**config.mk**
```make
export PLATFORM = sky130hd
export DESIGN_NAME = status_led_indicator_control_top
export DESIGN_NICKNAME = d
export VERILOG_FILES = /design/src/hdl/slic_pkg.sv /design/src/hdl/status_led_indicator_control_top.sv /design/src/hdl/slic_csr.sv /design/src/hdl/slic_core.sv
export VERILOG_INCLUDE_DIRS = /design/src /design/src/hdl
export SDC_FILE = /design/constraint.sdc
export NUM_CORES = 1
export LEC_CHECK = 0
export BUFFER_PORTS_ARGS = -buffer_cell sky130_fd_sc_hd__buf_4
export CAP_MARGIN = 20
export CELL_PAD_IN_SITES_DETAIL_PLACEMENT = 1
export CELL_PAD_IN_SITES_GLOBAL_PLACEMENT = 2
export CORE_MARGIN = 2
export CORE_UTILIZATION = 25
export CTS_BUF_LIST = sky130_fd_sc_hd__clkbuf_8
export DETAILED_ROUTE_END_ITERATION = 12
export HOLD_SLACK_MARGIN = 0.15
export PLACE_DENSITY = 0.65
export SYNTH_ARGS = -nofsm -noshare
export SYNTH_HDL_FRONTEND = slang
export SYNTH_HIERARCHICAL = 1
export SYNTH_SLANG_ARGS = --single-unit
```
**constraint.sdc**
```tcl
create_clock -name clock -period 6.8 [get_ports clock]
set_input_delay 1.36 -clock clock [delete_from_list [all_inputs] [get_ports clock]]
set_output_delay 1.36 -clock clock [all_outputs]
set_load 0.02 [all_outputs]
```
**src/hdl/assert_macros.svh**
```systemverilog
// ---------------------------------------------------------------------------
// Assertion macros
// Shared concurrent assertion wrappers for the status LED controller.
// ---------------------------------------------------------------------------
`ifndef ASSERT_MACROS_SVH
`define ASSERT_MACROS_SVH

// Clocked assertion that is switched off while reset is high.
`define SLIC_ASSERT(label, clk, rst, prop) \
   label: assert property (@(posedge clk) disable iff (rst) (prop)) \
      else $error("status LED controller assertion failed");

// Clocked assertion that also holds during reset.
`define SLIC_ASSERT_ALWAYS(label, clk, prop) \
   label: assert property (@(posedge clk) (prop)) \
      else $error("status LED controller assertion failed");

`endif

```
**src/hdl/slic_pkg.sv**
```systemverilog
// ---------------------------------------------------------------------------
// slic_pkg
// Types, codes and reset values shared by the status LED controller.
// ---------------------------------------------------------------------------
package slic_pkg;

   localparam int TIME_BITS_DEFAULT = 32;

   localparam int CSR_INDEX_W = 2;
   localparam int CSR_DATA_W  = 16;
   localparam int REQ_TDATA_W = 72;
   localparam int REQ_TUSER_W = 3;
   localparam int RSP_TDATA_W = 8;

   // Register indexes on the configuration port.
   localparam logic [CSR_INDEX_W-1:0] CSR_PIN_POLARITY   = 2'd0;
   localparam logic [CSR_INDEX_W-1:0] CSR_PULSE_LENGTH   = 2'd1;
   localparam logic [CSR_INDEX_W-1:0] CSR_BLINK_INTERVAL = 2'd2;

   localparam logic        PIN_POLARITY_RST   = 1'b1;
   localparam logic [15:0] PULSE_LENGTH_RST   = 16'd100;
   localparam logic [15:0] BLINK_INTERVAL_RST = 16'd2000;

   typedef enum logic [2:0] {
      OP_UPDATE       = 3'd0,
      OP_MANUAL_RELAY = 3'd1,
      OP_MANUAL_LINK  = 3'd2,
      OP_RELAY_TEST   = 3'd3,
      OP_LINK_TEST    = 3'd4,
      OP_BOTH_TEST    = 3'd5
   } op_type;

   typedef struct packed {
      logic        pin_polarity;
      logic [15:0] pulse_length_ms;
      logic [15:0] blink_interval_ms;
   } cfg_type;

   typedef struct packed {
      op_type      op;
      logic [31:0] now_ms;
      logic        relay_on;
      logic        link_up;
      logic        manual_value;
      logic [31:0] test_duration_ms;
   } item_type;

   typedef struct packed {
      logic link_indicated;
      logic relay_indicated;
      logic link_test_active;
      logic relay_test_active;
      logic link_pin;
      logic relay_pin;
   } result_type;

endpackage

```
**src/hdl/status_led_indicator_control_top.sv**
```systemverilog
// A transaction accepted on req is held in the input register, and its result is
// captured in the result register and offered on rsp.
// Throughput: one transaction per cycle while rsp is not stalled; the per-item
// work is a few subtractions and compares between the input and result registers.
// Reset: synchronous, active high; all LED state clears, registers take their
// defaults (active high, 100 ms pulse, 2000 ms interval), and both channels empty.
// ---------------------------------------------------------------------------
// status_led_indicator_control_top
// Relay and link indicator LED controller with a stream interface.
// ---------------------------------------------------------------------------
`include "assert_macros.svh"

module status_led_indicator_control_top #(
   parameter int TIME_BITS = slic_pkg::TIME_BITS_DEFAULT
) (
   input  logic                             clock,
   input  logic                             reset,
   // Request channel.
   input  logic                             req_tvalid,
   output logic                             req_tready,
   // tdata, lowest bit first: now_ms[31:0], relay_on, link_up, manual_value,
   // test_duration_ms[31:0], five zero pad bits.
   input  logic [slic_pkg::REQ_TDATA_W-1:0] req_tdata,
   // tuser: op[2:0].
   input  logic [slic_pkg::REQ_TUSER_W-1:0] req_tuser,
   // Response channel.
   output logic                             rsp_tvalid,
   input  logic                             rsp_tready,
   // tdata, lowest bit first: relay_pin, link_pin, relay_test_active,
   // link_test_active, relay_indicated, link_indicated, two zero pad bits.
   output logic [slic_pkg::RSP_TDATA_W-1:0] rsp_tdata,
   // Configuration write port.
   input  logic                             csr_wr_en,
   input  logic [slic_pkg::CSR_INDEX_W-1:0] csr_index,
   input  logic [slic_pkg::CSR_DATA_W-1:0]  csr_wdata
);
   import slic_pkg::*;

   cfg_type    cfg;
   item_type   item_ff;
   item_type   item_in;
   logic       item_valid_ff;
   result_type core_result;
   result_type rsp_ff;
   logic       rsp_valid_ff;
   logic       rsp_free;
   logic       advance;

   // The input register moves into the result register whenever the result
   // register is empty or its transaction is being taken in the same cycle.
   // State in the core updates on the same edge, so the next transaction
   // always sees the state left by the previous one.
   assign rsp_free   = !rsp_valid_ff || rsp_tready;
   assign advance    = item_valid_ff && rsp_free;
   assign req_tready = !item_valid_ff || rsp_free;

   // Unpack the request fields from the stream payload.
   always_comb begin
      item_in.op               = op_type'(req_tuser);
      item_in.now_ms           = req_tdata[31:0];
      item_in.relay_on         = req_tdata[32];
      item_in.link_up          = req_tdata[33];
      item_in.manual_value     = req_tdata[34];
      item_in.test_duration_ms = req_tdata[66:35];
   end

   slic_csr u_csr (
      .clock     (clock),
      .reset     (reset),
      .csr_wr_en (csr_wr_en),
      .csr_index (csr_index),
      .csr_wdata (csr_wdata),
      .cfg       (cfg)
   );

   slic_core #(
      .TIME_BITS (TIME_BITS)
   ) u_core (
      .clock  (clock),
      .reset  (reset),
      .step   (advance),
      .item   (item_ff),
      .cfg    (cfg),
      .result (core_result)
   );

   // Input register: control is reset, payload is not.
   always_ff @(posedge clock) begin
      if (reset) begin
         item_valid_ff <= 1'b0;
      end else if (req_tready) begin
         item_valid_ff <= req_tvalid;
      end
   end

   always_ff @(posedge clock) begin
      if (req_tvalid && req_tready) begin
         item_ff <= item_in;
      end
   end

   // Result register.
   always_ff @(posedge clock) begin
      if (reset) begin
         rsp_valid_ff <= 1'b0;
      end else if (rsp_free) begin
         rsp_valid_ff <= item_valid_ff;
      end
   end

   always_ff @(posedge clock) begin
      if (advance) begin
         rsp_ff <= core_result;
      end
   end

   assign rsp_tvalid = rsp_valid_ff;
   assign rsp_tdata  = {2'b00, rsp_ff};

   // A held request transaction moves on only when the result side has room.
   `SLIC_ASSERT(a_item_held, clock, reset,
      (item_valid_ff && rsp_valid_ff && !rsp_tready) |=> item_valid_ff)
   // A taken result with nothing behind it leaves the result register empty.
   `SLIC_ASSERT(a_rsp_drain, clock, reset,
      (rsp_valid_ff && rsp_tready && !item_valid_ff) |=> !rsp_valid_ff)
   // Every advance fills the result register on the following cycle.
   `SLIC_ASSERT(a_advance_fills, clock, reset, advance |=> rsp_valid_ff)

endmodule

```
**src/hdl/slic_csr.sv**
```systemverilog
// ---------------------------------------------------------------------------
// slic_csr
// Configuration registers of the status LED controller.
// ---------------------------------------------------------------------------
module slic_csr (
   input  logic                           clock,
   input  logic                           reset,
   input  logic                           csr_wr_en,
   input  logic [slic_pkg::CSR_INDEX_W-1:0] csr_index,
   input  logic [slic_pkg::CSR_DATA_W-1:0]  csr_wdata,
   output slic_pkg::cfg_type              cfg
);
   import slic_pkg::*;

   cfg_type cfg_ff;
   cfg_type cfg_in;

   always_comb begin
      cfg_in = cfg_ff;
      if (csr_wr_en) begin
         case (csr_index)
            CSR_PIN_POLARITY:   cfg_in.pin_polarity      = csr_wdata[0];
            CSR_PULSE_LENGTH:   cfg_in.pulse_length_ms   = csr_wdata;
            CSR_BLINK_INTERVAL: cfg_in.blink_interval_ms = csr_wdata;
            default:            cfg_in = cfg_ff;
         endcase
      end
   end

   always_ff @(posedge clock) begin
      if (reset) begin
         cfg_ff.pin_polarity      <= PIN_POLARITY_RST;
         cfg_ff.pulse_length_ms   <= PULSE_LENGTH_RST;
         cfg_ff.blink_interval_ms <= BLINK_INTERVAL_RST;
      end else begin
         cfg_ff <= cfg_in;
      end
   end

   assign cfg = cfg_ff;

endmodule

```
**src/hdl/slic_core.sv**
```systemverilog
// ---------------------------------------------------------------------------
// slic_core
// LED state, next-state logic and result formation for one transaction.
// ---------------------------------------------------------------------------
`include "assert_macros.svh"

module slic_core #(
   parameter int TIME_BITS = slic_pkg::TIME_BITS_DEFAULT
) (
   input  logic                 clock,
   input  logic                 reset,
   input  logic                 step,
   input  slic_pkg::item_type   item,
   input  slic_pkg::cfg_type    cfg,
   output slic_pkg::result_type result
);
   import slic_pkg::*;

   logic last_relay_ff, last_link_ff, pulse_active_ff, link_led_on_ff;
   logic relay_manual_ff, link_manual_ff, relay_manual_val_ff, link_manual_val_ff;
   logic relay_testing_ff, link_testing_ff;
   logic [TIME_BITS-1:0] relay_deadline_ff, link_deadline_ff;
   logic [TIME_BITS-1:0] pulse_start_ff, last_blink_ff;

   logic last_relay_in, last_link_in, pulse_active_in, link_led_on_in;
   logic relay_manual_in, link_manual_in, relay_manual_val_in, link_manual_val_in;
   logic relay_testing_in, link_testing_in;
   logic [TIME_BITS-1:0] relay_deadline_in, link_deadline_in;
   logic [TIME_BITS-1:0] pulse_start_in, last_blink_in;

   logic [TIME_BITS-1:0] now_t;
   logic [TIME_BITS-1:0] deadline_t;
   logic [TIME_BITS-1:0] relay_left;
   logic [TIME_BITS-1:0] link_left;
   logic [TIME_BITS-1:0] pulse_age;
   logic [TIME_BITS-1:0] blink_age;
   logic                 relay_ind;
   logic                 link_ind;
   logic                 inv;

   assign now_t      = TIME_BITS'(item.now_ms);
   assign deadline_t = now_t + TIME_BITS'(item.test_duration_ms);
   assign relay_left = now_t - relay_deadline_ff;
   assign link_left  = now_t - link_deadline_ff;
   assign pulse_age  = now_t - pulse_start_ff;

   always_comb begin
      last_relay_in       = last_relay_ff;
      last_link_in        = last_link_ff;
      pulse_active_in     = pulse_active_ff;
      link_led_on_in      = link_led_on_ff;
      relay_manual_in     = relay_manual_ff;
      link_manual_in      = link_manual_ff;
      relay_manual_val_in = relay_manual_val_ff;
      link_manual_val_in  = link_manual_val_ff;
      relay_testing_in    = relay_testing_ff;
      link_testing_in     = link_testing_ff;
      relay_deadline_in   = relay_deadline_ff;
      link_deadline_in    = link_deadline_ff;
      pulse_start_in      = pulse_start_ff;
      last_blink_in       = last_blink_ff;
      blink_age           = '0;

      case (item.op)
         OP_UPDATE: begin
            // A deadline is reached once now minus deadline is non-negative.
            if (relay_testing_ff && !relay_left[TIME_BITS-1]) begin
               relay_testing_in = 1'b0;
            end
            if (link_testing_ff && !link_left[TIME_BITS-1]) begin
               link_testing_in = 1'b0;
            end
            last_relay_in = item.relay_on;

            if (item.link_up != last_link_ff) begin
               last_link_in = item.link_up;
               if (!link_manual_ff) begin
                  pulse_active_in = 1'b0;
                  if (item.link_up) begin
                     link_led_on_in = 1'b0;
                     last_blink_in  = now_t;
                  end else begin
                     link_led_on_in = 1'b1;
                  end
               end
            end

            blink_age = now_t - last_blink_in;
            if (!link_manual_ff && !item.link_up) begin
               link_led_on_in = 1'b1;
            end else if (!link_manual_ff && pulse_active_in) begin
               if (pulse_age >= TIME_BITS'(cfg.pulse_length_ms)) begin
                  pulse_active_in = 1'b0;
                  link_led_on_in  = 1'b0;
               end
            end else if (!link_manual_ff && item.link_up &&
                         blink_age >= TIME_BITS'(cfg.blink_interval_ms)) begin
               pulse_active_in = 1'b1;
               pulse_start_in  = now_t;
               last_blink_in   = now_t;
               link_led_on_in  = 1'b1;
            end
         end
         OP_MANUAL_RELAY: begin
            relay_manual_in     = 1'b1;
            relay_manual_val_in = item.manual_value;
         end
         OP_MANUAL_LINK: begin
            link_manual_in     = 1'b1;
            link_manual_val_in = item.manual_value;
         end
         OP_RELAY_TEST: begin
            relay_testing_in  = 1'b1;
            relay_deadline_in = deadline_t;
         end
         OP_LINK_TEST: begin
            link_testing_in  = 1'b1;
            link_deadline_in = deadline_t;
         end
         OP_BOTH_TEST: begin
            relay_testing_in  = 1'b1;
            relay_deadline_in = deadline_t;
            link_testing_in   = 1'b1;
            link_deadline_in  = deadline_t;
         end
         default: begin
            blink_age = '0;
         end
      endcase
   end

   always_comb begin
      relay_ind = relay_manual_in ? relay_manual_val_in : last_relay_in;
      link_ind  = link_testing_in ? 1'b1
                : (link_manual_in ? link_manual_val_in : link_led_on_in);
      inv       = ~cfg.pin_polarity;

      result.relay_pin         = (relay_testing_in | relay_ind) ^ inv;
      result.link_pin          = link_ind ^ inv;
      result.relay_test_active = relay_testing_in;
      result.link_test_active  = link_testing_in;
      result.relay_indicated   = relay_ind;
      result.link_indicated    = link_ind;
   end

   always_ff @(posedge clock) begin
      if (reset) begin
         last_relay_ff       <= 1'b0;
         last_link_ff        <= 1'b0;
         pulse_active_ff     <= 1'b0;
         link_led_on_ff      <= 1'b0;
         relay_manual_ff     <= 1'b0;
         link_manual_ff      <= 1'b0;
         relay_manual_val_ff <= 1'b0;
         link_manual_val_ff  <= 1'b0;
         relay_testing_ff    <= 1'b0;
         link_testing_ff     <= 1'b0;
         relay_deadline_ff   <= '0;
         link_deadline_ff    <= '0;
         pulse_start_ff      <= '0;
         last_blink_ff       <= '0;
      end else if (step) begin
         last_relay_ff       <= last_relay_in;
         last_link_ff        <= last_link_in;
         pulse_active_ff     <= pulse_active_in;
         link_led_on_ff      <= link_led_on_in;
         relay_manual_ff     <= relay_manual_in;
         link_manual_ff      <= link_manual_in;
         relay_manual_val_ff <= relay_manual_val_in;
         link_manual_val_ff  <= link_manual_val_in;
         relay_testing_ff    <= relay_testing_in;
         link_testing_ff     <= link_testing_in;
         relay_deadline_ff   <= relay_deadline_in;
         link_deadline_ff    <= link_deadline_in;
         pulse_start_ff      <= pulse_start_in;
         last_blink_ff       <= last_blink_in;
      end
   end

   // Manual overrides latch until reset.
   `SLIC_ASSERT(a_relay_manual_sticky, clock, reset, relay_manual_ff |=> relay_manual_ff)
   `SLIC_ASSERT(a_link_manual_sticky, clock, reset, link_manual_ff |=> link_manual_ff)
   // A running blink pulse always has the link LED lit.
   `SLIC_ASSERT_ALWAYS(a_pulse_lit, clock, pulse_active_ff |-> link_led_on_ff)
   // An update with the link down and no override lights the link LED.
   `SLIC_ASSERT(a_link_down_lit, clock, reset,
      (step && item.op == OP_UPDATE && !item.link_up && !link_manual_ff) |=> link_led_on_ff)

endmodule
```
After elaboration in Yosys (flattened, before gate mapping)

Index checks and enable logic that the tools add are counted.

Register bits after elaboration: 249
Word-level logic and storage cells: 114
Memories: 0
Output and inout port bits: 10
Memory bits (writable): 0
Bits in read-only memories: 0
Latch bits: 0
Bits of input ports: 98

Add/subtract/negate cells: 5
Equality and inequality tests: 8
Bitwise operators: 6
Shifts and indexed selects: 0
Mux-type cells: 34
Reduce and logical (&&, ||, !) cells: 28
$lt $le $gt $ge: 2
Multipliers: 0
Divide/modulo/power cells: 0

Operator list:

| kind                                                            | count |
|---|---|
| 32-bit 2-to-1 mux                                               | 7 |
| 32-bit subtractor                                               | 4 |
| 32-bit by 16-bit >= comparator with 1-bit output                | 2 |
| 32-bit adder                                                    | 1 |
| 1-bit 2-to-1 mux                                                | 25 |
| 2-bit AND reduction                                             | 6 |
| 1-bit logical AND                                               | 8 |
| 3-bit by 2-bit == test with 1-bit output, second input constant | 2 |
| 3-bit == test, second input constant                            | 2 |
| 1-bit zero test                                                 | 6 |
| 5-bit AND reduction                                             | 1 |
| 1-bit one-hot mux with 2 select lines                           | 2 |
| 2-bit OR reduction                                              | 2 |
| 3-bit by 1-bit == test with 1-bit output, second input constant | 1 |
| 3-bit zero test                                                 | 1 |
| 1-bit NOT                                                       | 3 |
| 3-bit AND reduction                                             | 1 |
| 2-bit by 1-bit == test with 1-bit output, second input constant | 1 |
| 2-bit == test, second input constant                            | 1 |
| 2-bit zero test                                                 | 1 |
| 1-bit logical OR                                                | 2 |
| 1-bit bitwise XOR                                               | 2 |
| 1-bit != test                                                   | 1 |
| 1-bit bitwise OR                                                | 1 |

Longest topological paths before layout

Gate-level depths: netlist of run 1.

Depth after elaboration: 14
Gate-level depth with buffers: 27
Mapped depth without buffers: 24

Hierarchy

The synthesis of run 1 kept the hierarchy.

By module, submodules not included:

| module                           | seq. area each (um^2) | area each (um^2) | cells an instance | times used |
|---|---|---|---|---|
| slic_core                        | 2762.6                | 13743.2          | 1832              | 1 |
| status_led_indicator_control_top | 2322.2                | 2404.8           | 89                | 1 |
| slic_csr                         | 660.6                 | 1396.3           | 137               | 1 |

Least setup slack after synthesis of run 1

Ideal clock, no wire load.

Path kind: register to register
Start point: reg u_core.link_manual_ff
End point: reg rsp_ff (netlist bit rsp_tdata[5]), data pin
Library setup time: 251 ps
Buffers on the path: 3
Required time: 6549 ps
Arrival: 5234 ps
Clock period less this slack: 5485 ps
Cell stages (with the launch flop): 25
Path slack: 1315 ps
Cell sequence: dfxtp_1 > clkbuf_1 > nor3b_2 > buf_1 > mux2i_1 > ha_1 > a21oi_1 > nand2_1 > o21ai_0 > a21oi_1 > o31ai_1 > xnor2_1 > ha_1 > a21oi_1 > o221ai_1 > a2111oi_0 > nand2_1 > nor4_1 > nand4_1 > nor4b_2 > nand4_1 > or4_1 > a21o_1 > a21o_1 > buf_4

Word-level cells in the longest chain between the ends: 12
Elaborated cells between the ends (all ways): 23
Those cells by class: add/sub (1); order compare (1); mux (16); reduce/logical (5)

Ends and longest elaborated chain:

| element                                          | line                                    | source |
|---|---|---|
| from (decl)                                      | slic_core.sv:20                         | `logic relay_manual_ff, link_manual_ff, relay_manual_val_ff, link_manual_val_ff;` |
| from (signal assigned)                           | slic_core.sv:168                        | `link_manual_ff <= link_manual_in;` |
| 32-bit 2-to-1 mux                                | slic_core.sv:77                         | `if (!link_manual_ff) begin` |
| 32-bit 2-to-1 mux                                | slic_core.sv:75                         | `if (item.link_up != last_link_ff) begin` |
| 32-bit 2-to-1 mux                                | slic_core.sv:64                         | `case (item.op)` |
| 32-bit subtractor                                | slic_core.sv:88                         | `blink_age = now_t - last_blink_in;` |
| 32-bit by 16-bit >= comparator with 1-bit output | slic_core.sv:97                         | `blink_age >= TIME_BITS'(cfg.blink_interval_ms)) begin` |
| 1-bit logical AND                                | slic_core.sv:96                         | `end else if (!link_manual_ff && item.link_up &&` |
| 1-bit 2-to-1 mux                                 | slic_core.sv:96                         |  |
| 1-bit 2-to-1 mux                                 | slic_core.sv:91                         | `end else if (!link_manual_ff && pulse_active_in) begin` |
| 1-bit 2-to-1 mux                                 | slic_core.sv:89                         | `if (!link_manual_ff && !item.link_up) begin` |
| 1-bit 2-to-1 mux                                 | slic_core.sv:64                         |  |
| 1-bit 2-to-1 mux *                               | slic_core.sv:135                        | `: (link_manual_in ? link_manual_val_in : link_led_on_in);` |
| 1-bit 2-to-1 mux *                               | slic_core.sv:134                        | `link_ind = link_testing_in ? 1'b1` |
| named net u_core.link_ind                        | slic_core.sv:38                         | `logic link_ind;` |
| to (signal assigned)                             | status_led_indicator_control_top.sv:113 | `rsp_ff <= core_result;` |
| to (decl)                                        | status_led_indicator_control_top.sv:44  | `result_type rsp_ff;` |

Mark *: on every way through the listed nets, which the timed path passes. The rest lies on a longest branch. The select of a mux whose other input is x is not followed.
A chain may end at the register's enable or synchronous reset.

==> summary.txt, run 1 <==
Layout
  • Fin nets: approximately 2400
  • Post-Layout Cell Count: 3111
  • Fillcell total: between 8000 and 9000
  • Register Area: around 5700 um2
  • Layout area overhead: 14.50%
  • Share of post-route cells with drive strength above 1: 0.09862
  • Footprint of the multi-input gates: 10730 um2

Global route
  • First-pass GRT wire length: 87.39 mm
  • All-Layer GR Usage: 0.1531
  • Largest net degree at the start of global routing: 73
  • Initial antenna violation count: 1
  • GR Overflow Total: 0
  • Vias in the first global route: ~16000

Clocking
  • CTS root buf: clkbuf_8
  • Post-CTS resize count: 0
  • Worst skew pair latency: 0.64 ns
  • TritonCTS clock tree: done
  • Max Root-Sink Buffers: 3
  • Num CTS Buffers: between 40 and 50
  • Setup Fix Bufs, Post-CTS: 0
  • Hold-fix buffers at CTS: 0
  • Clock sink count: 249
  • Htree depth: 2
  • Reg clk slew, reported paths: 0.06 ns

Synthesis
  • Yosys reg bits: 249
  • Synth async-reset ratio: 0
  • Post-synth top area cell: dfxtp_1
  • Top cells by count, synth: nand2_1 (286), ha_1 (187), a21oi_1 (176), dfxtp_1 (173), inv_1 (157)
  • Mean Syn Cell Area: 8.525 um2
  • Post-synth top flop: dfxtp_1
  • Mapped cell area: between 15000 and 20000 um2
  • Most common cell in the synthesized netlist: nand2_1
  • Synth warn: 6
  • Seq/Total Area, Yosys: 0.3275
  • Synth top area cells: dfxtp_1 (20%), ha_1 (13%), edfxtp_1 (13%)
  • EDFF count, synth: 76
  • Mapped Cells: 2058
  • Netlist cell types: 85
  • Top cell type's share of synthesized area: 0.1974

Critical path
  • Crit Reg-Reg Endpoint: rsp_tdata[5]
  • Required @ worst endpoint: 7.15 ns
  • Reg2Reg Depth: 22
  • Worst EP arrival: roughly 6.5 ns
  • Critical-path maximum fanout: 8
  • CP startpoint kind: flop
  • Worst Path Class, Setup: flop to flop
  • Crit end category: flop
  • Reg-to-reg critical path startpoint: item_ff[33]
  • Worst reg2reg setup slack: roughly 0.68 ns

Die
  • FP Rows: 97
  • Die area: 72310 um2
  • Core Area: roughly 70000 um2
  • Die Span Y: 268.9 um
  • Num ports: roughly 110
  • Die X: around 270 um
  • Initial core utilization: 0.2514

STA
  • Hold slack: around 0.45 ns
  • Final setup violation count: 0
  • FMAX: 163.3 MHz
  • Final Cycle Share: 0.9004
  • Hold Fails Final Rpt: 0
  • RSZ-0062 raised after global routing: no
  • Number of slew-limit violations in the final report: 0
  • Minimum clock period: 6.123 ns
  • Post-Route Skew: 0.05061 ns
  • Setup TNS Final: 0 ns
  • Least-Margin Pin Slew: 0.8664 ns
  • Worst relative slew slack: 0.4224
  • Worst setup margin: 0.6771 ns

Hold path
  • Min-delay worst type: flop to flop
  • Hold_sp: u_core/link_deadline_ff[17]
  • Hold EP: u_core/link_deadline_ff[17]
  • Hold Path Depth: 2

Job
  • Max cap viols: 0

Power
  • Pwr/cell area: approximately 210 nW/um2
  • Tot Pwr: between 4 and 5 mW
  • Peak supply drop: approximately 0.00012 V
  • Leak: ~7.9 nW

Run status
  • Status: completed

Detailed routing
  • Antenna Violating Nets Remaining: 0
  • Iteration-0 DRC Markers: 569
  • Avg WL per Cell: 17.62 um
  • Via count: 14856
  • Vias/cell: 4.775
  • Final WL: 54.80 mm
  • First-pass iteration count of the detailed router: 5
  • DRC errors left: 0

Placed design
  • RePlAce Congestion: roughly 0.85
  • Dpl cells: 3022
  • Place WS: ~0.64 ns
  • Final HPWL DP: 42.95 mm
  • Port bufs: 100
==> stage by stage <==
| step | utilization | cell area (um2) |
|---|---|---|
| 2_1_floorplan | - | 17550 |
| 3_3_place_gp | 0.2742 | 19140 |
| 3_5_place_dp | 0.2742 | 19140 |
| 4_1_cts | 0.2878 | 20090 |
| 5_1_grt | 0.2879 | 20090 |
| 6_report | 0.2879 | 20090 |
==> power by group <==
group,switching [mW],leakage [nW],internal [mW]
clock network,0.704,0.532,0.811
registers,0.0624,2.14,1.59
logic,0.572,5.24,0.389
total,1.34,7.92,2.79
==> final cells by class <==
type / instances / area share
multi-input cells: 1558 / 0.5342
clock buffers: 51 / 0.03494
inverters: 158 / 0.02952
well taps: 940 / 0.05855
repair buffers: 117 / 0.04435
flip-flops and latches: 249 / 0.2860
diodes: 1 / 0.0001246
clock inverters: 37 / 0.01227
==> per-layer routing <==
metal,routed length (um),track usage,vias to the layer above,part of all wire
li1,-,-,7457,-
met1,26150,0.1987,7169,0.48
met2,26050,0.2646,165,0.48
met3,1405,0.02073,65,0.026
met4,1198,0.04279,0,0.022
met5,0,0,-,0
==> how the worst max path moves through the flow <==
stage	startpoint	end	slack [ns]
2_1_floorplan	u_core/link_manual_ff	rsp_tdata[5]	1.31
3_3_place_gp	item_ff[33]	rsp_tdata[5]	0.79
3_5_place_dp	item_ff[35]	rsp_tdata[1]	0.64
4_1_cts	item_ff[35]	rsp_tdata[1]	0.58
5_1_grt	item_ff[35]	rsp_tdata[1]	0.05
6_report	item_ff[33]	rsp_tdata[5]	0.68
==> placed cells by master (no fill, tap or decap), types with 69 or more instances in the layout <==
master	n
a21oi_1	176
buf_4	116
dfxtp_1	173
edfxtp_1	76
ha_1	187
inv_1	170
mux2i_1	137
nand2_1	286
nand2b_1	69
nor2_1	124
o21ai_0	72
==> worst max-delay path, stage by stage, from the launching register on <==
cell,delay (ns)
edfxtp_1,0.50
nor3b_4,0.22
buf_4,0.25
mux2i_1,0.27
ha_1,0.35
a21oi_1,0.26
nand2_1,0.10
o21ai_0,0.26
a21oi_1,0.19
o31ai_1,0.28
xnor2_1,0.18
ha_1,0.29
a21oi_1,0.31
o221ai_1,0.18
a2111oi_0,0.34
nand2_1,0.09
nor4_1,0.19
nand4_1,0.16
nor4b_2,0.28
nand4_1,0.20
or4_1,0.57
a21o_1,0.20
a21o_1,0.17
==> flip-flops by register name, summed over array words and instances (netlist names) <==
name	cells
u_core/link_testing_ff	1
u_core/link_led_on_ff	1
u_core/pulse_active_ff	1
rsp_tvalid	1
u_core/last_blink_ff	32
rsp_tdata	6
u_core/link_manual_val_ff	1
u_core/relay_testing_ff	1
u_core/relay_deadline_ff	32
u_core/link_manual_ff	1
u_csr/cfg	33
u_core/last_relay_ff	1
u_core/link_deadline_ff	32
u_core/last_link_ff	1
u_core/pulse_start_ff	32
item_ff	70
item_valid_ff	1
u_core/relay_manual_ff	1
u_core/relay_manual_val_ff	1
==> cell families (layout without fill, tap and decap cells) <==
logic type,Yosys count,count (layout),share of synthesized area
other,1,3,0.0002137
multiplexers,140,140,0.08009
AO/OA/AOI/OAI,486,486,0.1789
AND/OR/NAND/NOR,675,675,0.1826
adder cells (fa/ha/maj),190,190,0.1368
buffers and inverters,252,363,0.06140
flip-flops,249,249,0.3275
XOR/XNOR,65,65,0.03245
(Power assumes the default switching activity.)
==> run 2, diff against run 1 <==
--- a/config.mk
+++ b/config.mk
@@ -10,6 +10,7 @@
 export CAP_MARGIN = 20
 export CELL_PAD_IN_SITES_DETAIL_PLACEMENT = 1
 export CELL_PAD_IN_SITES_GLOBAL_PLACEMENT = 2
+export CORE_ASPECT_RATIO = 1.75
 export CORE_MARGIN = 2
 export CORE_UTILIZATION = 25
 export CTS_BUF_LIST = sky130_fd_sc_hd__clkbuf_8
@@ -18,5 +19,4 @@
 export PLACE_DENSITY = 0.65
 export SYNTH_ARGS = -nofsm -noshare
 export SYNTH_HDL_FRONTEND = slang
-export SYNTH_HIERARCHICAL = 1
 export SYNTH_SLANG_ARGS = --single-unit
==> summary.txt, run 2 <==
STA
  • Final Cycle Share: 0.9153
  • Final setup violation count: 0
  • Hold Fails Final Rpt: 0
  • Least-Margin Pin Slew: 0.8730 ns
  • FMAX: 160.7 MHz
  • Number of slew-limit violations in the final report: 0
  • Hold slack: approximately 0.45 ns
  • Setup TNS Final: 0 ns
  • Minimum clock period: 6.224 ns
  • Worst relative slew slack: 0.4180
  • RSZ-0062 raised after global routing: no
  • Post-Route Skew: 0.03818 ns

Clocking
  • Num CTS Buffers: 43
  • TritonCTS clock tree: done
  • Clock sink count: 249
  • CTS root buf: clkbuf_8
  • Worst skew pair latency: between 0.6 and 0.7 ns
  • Hold-fix buffers at CTS: 0
  • Setup Fix Bufs, Post-CTS: 0
  • Max Root-Sink Buffers: 3
  • Htree depth: 2
  • Post-CTS resize count: 0
  • Reg clk slew, reported paths: ~0.060 ns

Power
  • Peak supply drop: 0.0001574 V
  • Pwr/cell area: 208.9 nW/um2
  • Tot Pwr: between 4 and 5 mW
  • Leak: between 7 and 8 nW

Layout
  • Fin nets: 2325
  • Post-Layout Inst Area: 19230 um2
  • Share of post-route cells with drive strength above 1: 0.09271
  • Layout area overhead: 15.55%
  • Most frequent cells in the layout: nand2_1 (227), a21oi_1 (211), nor2_1 (197)
  • Most common cell after layout, fill and taps aside: nand2_1
  • Max FFs per register: 70
  • Biggest register: item_ff
  • Core Util, Final: 0.2906

Detailed routing
  • Via count: between 10000 and 15000
  • Iteration-0 DRC Markers: 529
  • Antenna Violating Nets Remaining: 0
  • Avg WL per Cell: roughly 17 um
  • Vias/cell: 4.797
  • DRC errors left: 0
  • Final WL: ~50 mm
  • First-pass iteration count of the detailed router: 4

Hold path
  • Hold EP: u_core.link_deadline_ff[0]
  • Hold_sp: u_core.link_deadline_ff[0]
  • Hold Path Depth: 2
  • Min-delay worst type: flop to flop

Placed design
  • RePlAce Congestion: 0.8039
  • Post-DP Area: approximately 18000 um2
  • Port bufs: 100
  • Final HPWL DP: 40.28 mm

Global route
  • Initial antenna violation count: 1
  • GR Overflow Total: 0
  • All-Layer GR Usage: 0.1518
  • First-pass GRT wire length: 82.00 mm
  • Vias in the first global route: 15377
  • Largest net degree at the start of global routing: about 110

Synthesis
  • EDFF count, synth: 76
  • Yosys reg bits: 249
  • Seq/Total Area, Yosys: 0.3453
  • Synth top area cells: dfxtp_1 (21%), ha_1 (14%), edfxtp_1 (14%)
  • Top cells by count, synth: nand2_1 (227), a21oi_1 (211), nor2_1 (199), ha_1 (187), dfxtp_1 (173)
  • Synth async-reset ratio: 0
  • Top cell type's share of synthesized area: 0.2081
  • Mapped Cells: 1953
  • Most common cell in the synthesized netlist: nand2_1
  • Mean Syn Cell Area: between 8 and 9 um2
  • Post-synth top flop: dfxtp_1
  • Synth warn: 0
  • Mapped cell area: 16640 um2
  • Post-synth top area cell: dfxtp_1
  • Netlist cell types: 80

Critical path
  • Number of cells on the critical path: 23
  • Worst-path cell chain: inv_2 -> nor3_2 -> buf_4 -> mux2_2 -> ha_1 -> fa_1 -> nand2b_1 -> a21o_1 -> a211o_1 -> o21ai_1 -> xor2_1 -> ha_1 -> a21oi_1 -> o211ai_1 -> o311a_1 -> nor4_1 -> o2111ai_1 -> o31ai_2 -> buf_4 -> a2111oi_4 -> buf_12 -> mux2i_1 -> nor2_1
  • Reg-to-reg critical path startpoint: item_ff[33]
  • CP startpoint kind: flop
  • Worst Path Class, Setup: flop to flop
  • CP max stage delay: between 0.4 and 0.5 ns
  • Worst EP arrival: 6.66 ns
  • Crit end category: flop
  • Required @ worst endpoint: 7.24 ns
  • Reg2Reg Depth: 23
  • Worst reg2reg setup slack: 0.58 ns
  • Crit Reg-Reg Endpoint: u_core.last_blink_ff[10]
  • Largest delay contributor family on the critical path: compound AO/OA/AOI/OAI gates
  • Slowest-stage cell, CP: edfxtp_1
  • Buffers & Inverters on Critical Path: 4
  • Critical-path maximum fanout: 32

Job
  • Max cap viols: 0

Die
  • Die area: between 60000 and 70000 um2
  • Core Area: 66160 um2
  • Initial core utilization: 0.2515
  • Num ports: 108
  • Die X: 199.0 um
  • FP Rows: about 130
  • Die Span Y: roughly 350 um

Run status
  • Status: completed
[run 2: changes by cell type in the layout (fill, tap and decap cells not counted), sizes merged, moves of 7 or more]
| cell | before | now |
|---|---|---|
| a21o | 47 | 57 |
| nand3 | 45 | 28 |
| nor4b | 7 | 0 |
| nand2 | 286 | 227 |
| nor2 | 124 | 199 |
| a21oi | 179 | 212 |
| xor2 | 20 | 29 |
| a2111oi | 11 | 4 |
| mux2i | 137 | 102 |
| nand2b | 69 | 16 |
[run 2: through the flow]
stage / std cells / worst slack, ns
floorplan: 1954 / 1.320
finish: 2961 / 0.5762
global placement: 2881 / 0.6007
CTS: 2960 / 0.4508
global route: 2961 / 0.1633
detailed placement: 2881 / 0.4666
[run 2: area by class of cell]
cell class,count,area [um2]
fillers,7776,46930
multi-input cells,1474,10020
flip-flops and latches,249,5746
well taps,889,1112
repair buffers,112,869.6
clock buffers,47,646.9
inverters,157,589.3
clock inverters,32,239.0
diodes,1,2.502
[run 2: kinds of logic after synthesis]
| family | Yosys count | synth area share |
|---|---|---|
| and+or+nand+nor | 597 | 0.1602 |
| xor gates and xnor gates | 74 | 0.03895 |
| other | 1 | 0.0002253 |
| DFF | 249 | 0.3453 |
| buffers and inverters | 231 | 0.05376 |
| muxes | 103 | 0.06203 |
| AOI/OAI and AO/OA | 507 | 0.1948 |
| adders and majority gates | 191 | 0.1448 |
[run 2: power by group]
group	switching [mW]	leakage (nW)	internal (mW)
sequential	0.0647	2.14	1.59
combinational	0.528	4.72	0.365
clock	0.680	0.505	0.790
[run 2: worst max-delay path by stage]
stage	start	to	slack (ns)
floorplan	u_core.last_link_ff	rsp_tdata[1]	1.32
global placement	item_ff[33]	u_core.last_blink_ff[0]	0.60
detailed placement	item_ff[33]	u_core.last_blink_ff[10]	0.47
CTS	item_ff[33]	u_core.last_blink_ff[10]	0.45
global route	item_ff[33]	u_core.last_blink_ff[16]	0.16
finish	item_ff[33]	u_core.last_blink_ff[10]	0.58
[run 2: worst min-delay path, delay by kind of cell (launching register included)]
kind	cells	cell delay (ns)
and+or+nand+nor	1	0.05
DFF	1	0.31
AOI/OAI and AO/OA	1	0.05
[run 2: per-layer routing]
metal	GRT usage	routed length (um)
met3	0.01726	1057
met2	0.3009	28560
met5	0	0
met1	0.1553	19780
met4	0.06534	2094
==> run 3, diff against run 2 <==
--- a/config.mk
+++ b/config.mk
@@ -13,7 +13,7 @@
 export CORE_ASPECT_RATIO = 1.75
 export CORE_MARGIN = 2
 export CORE_UTILIZATION = 25
-export CTS_BUF_LIST = sky130_fd_sc_hd__clkbuf_8
+export CTS_BUF_LIST = sky130_fd_sc_hd__clkbuf_8 sky130_fd_sc_hd__clkbuf_16
 export DETAILED_ROUTE_END_ITERATION = 12
 export HOLD_SLACK_MARGIN = 0.15
 export PLACE_DENSITY = 0.65
==> summary.txt, run 3 (same netlist as run 2, synthesis figures left out) <==
Run status
  • Status: completed

Power
  • Logic pwr share: 0.221
  • Peak supply drop: 0.0001778 V
  • Clock power frac: 0.368
  • Tot Pwr: 4.031 mW
  • Sw Pwr: 1.251 mW
  • Pwr/cell area: 209.8 nW/um2
  • Sw Ratio: 0.3104
  • Leak: 7.327 nW
  • Internal: 2.780 mW
  • Flop pwr share: 0.410

Detailed routing
  • Avg WL per Cell: 17.47 um
  • Via count: 14103
  • Antenna Violating Nets Remaining: 0
  • Iteration-0 DRC Markers: 480
  • Final WL: 51.23 mm
  • DRC errors left: 0
  • Vias/cell: about 4.8
  • First-pass iteration count of the detailed router: 4

Placed design
  • RePlAce Congestion: 0.8039
  • Final HPWL DP: 40.28 mm
  • Port bufs: 100

Job
  • Max cap viols: 0

STA
  • Worst relative slew slack: 0.4160
  • Minimum clock period: 6.241 ns
  • Number of slew-limit violations in the final report: 0
  • RSZ-0062 raised after global routing: no
  • Hold slack: 0.4532 ns
  • Hold Fails Final Rpt: 0
  • Final Cycle Share: 0.9178
  • FMAX: 160.2 MHz
  • Final setup violation count: 0
  • Least-Margin Pin Slew: 0.8760 ns
  • Post-Route Skew: 0.009632 ns
  • Setup TNS Final: 0 ns

Die
  • Die area: 68730 um2
  • Die Span Y: between 300 and 400 um
  • FP Rows: 125
  • Die X: 199.0 um
  • Core Area: 66160 um2
  • Initial core utilization: 0.2515
  • Num ports: 108

Clocking
  • TritonCTS clock tree: done
  • Num CTS Buffers: 28
  • Clock sink count: 249
  • Reg clk slew, reported paths: 0.07 ns
  • Htree depth: 1
  • Max Root-Sink Buffers: 3
  • Worst skew pair latency: 0.58 ns
  • Setup Fix Bufs, Post-CTS: 0
  • Hold-fix buffers at CTS: 0
  • CTS root buf: clkbuf_16
  • Post-CTS resize count: 0

Layout
  • Most common cell after layout, fill and taps aside: nand2_1
  • N_diodes: 0
  • Biggest register: item_ff
  • Layout area overhead: 15.45%
  • Max FFs per register: 70
  • Most frequent cells in the layout: nand2_1 (227), a21oi_1 (211), nor2_1 (197)
  • Share of post-route cells with drive strength above 1: 0.08513
  • Fin nets: 2310

Critical path
  • Worst EP arrival: 6.68 ns
  • Required @ worst endpoint: 7.23 ns
  • Critical-path maximum fanout: 32
  • Worst Path Class, Setup: flop to flop
  • CP startpoint kind: flop
  • Crit end category: flop

Global route
  • First-pass GRT wire length: 81.60 mm
  • Largest net degree at the start of global routing: 105
  • GR Overflow Total: 0
  • All-Layer GR Usage: 0.1503
  • Vias in the first global route: 15189
  • Initial antenna violation count: 0

Hold path
  • Min-delay worst type: flop to flop
## run 3: cell types whose count changed in the layout (fill, tap and decap cells not counted), sizes merged
cell	before	now
clkinvlp	1	0
clkinv	15	13
diode	1	0
bufinv	4	1
clkbuf	47	31
inv	169	164
## run 3: routing by layer
layer / vias to the layer above / track usage / share of wire
met1: 6858 / 0.1560 / 0.38
met4: 0 / 0.05346 / 0.033
met2: 134 / 0.3021 / 0.56
li1: 7046 / - / -
met5: - / 0 / 0
met3: 65 / 0.01502 / 0.021
## run 3: through the flow
| step | setup WS, ns | instances | utilization | cell area (um2) |
|---|---|---|---|---|
| final | 0.5589 | 2933 | 0.2904 | 19210 |
| after global routing | 0.1614 | 2933 | 0.2904 | 19210 |
| after CTS | 0.4530 | 2933 | 0.2904 | 19210 |
| after detailed placement | 0.4666 | 2881 | 0.2772 | 18340 |
| after global placement | 0.6007 | 2881 | 0.2772 | 18340 |
| after floorplan | 1.320 | 1954 | - | 16640 |
## run 3: worst paths after layout
check | end | slack [ns] | start | cells after the start
worst min-delay path | u_core.link_deadline_ff[0] | 0.45 | u_core.link_deadline_ff[0] | 2
worst max register to register | u_core.last_blink_ff[10] | 0.56 | item_ff[33] | 23
worst min register to register | u_core.link_deadline_ff[0] | 0.45 | u_core.link_deadline_ff[0] | 2
worst max-delay path | u_core.last_blink_ff[10] | 0.56 | item_ff[33] | 23
## run 3: power groups by stage
stage / registers (mW) / clock network [mW] / logic [mW]
finish: 1.65 / 1.49 / 0.893
global route: 1.66 / 1.60 / 1.01
CTS: 1.66 / 1.55 / 0.911
detailed placement: 1.69 / 0 / 0.907
global placement: 1.69 / 0 / 0.885
floorplan: 1.66 / 0 / 0.637
## run 3: worst max-delay path, cell delays in order (launching register included)
cell,delay [ns]
edfxtp_1,0.45
inv_2,0.12
nor3_2,0.16
buf_4,0.37
mux2_2,0.39
ha_1,0.21
fa_1,0.42
nand2b_1,0.18
a21o_1,0.22
a211o_1,0.32
o21ai_1,0.33
xor2_1,0.19
ha_1,0.26
a21oi_1,0.19
o211ai_1,0.12
o311a_1,0.42
nor4_1,0.33
o2111ai_1,0.19
o31ai_2,0.38
buf_4,0.21
a2111oi_4,0.08
buf_12,0.21
mux2i_1,0.19
nor2_1,0.06
## run 3: final cells by class
type                       count  area [um2]
clock buffer                  31       753.2
clock inverter                21       118.9
fill                        7765       46950
inverter                     157       589.3
multi-input combinational   1474       10020
sequential                   249        5746
tap                          889        1112
timing repair buffer         112       869.6
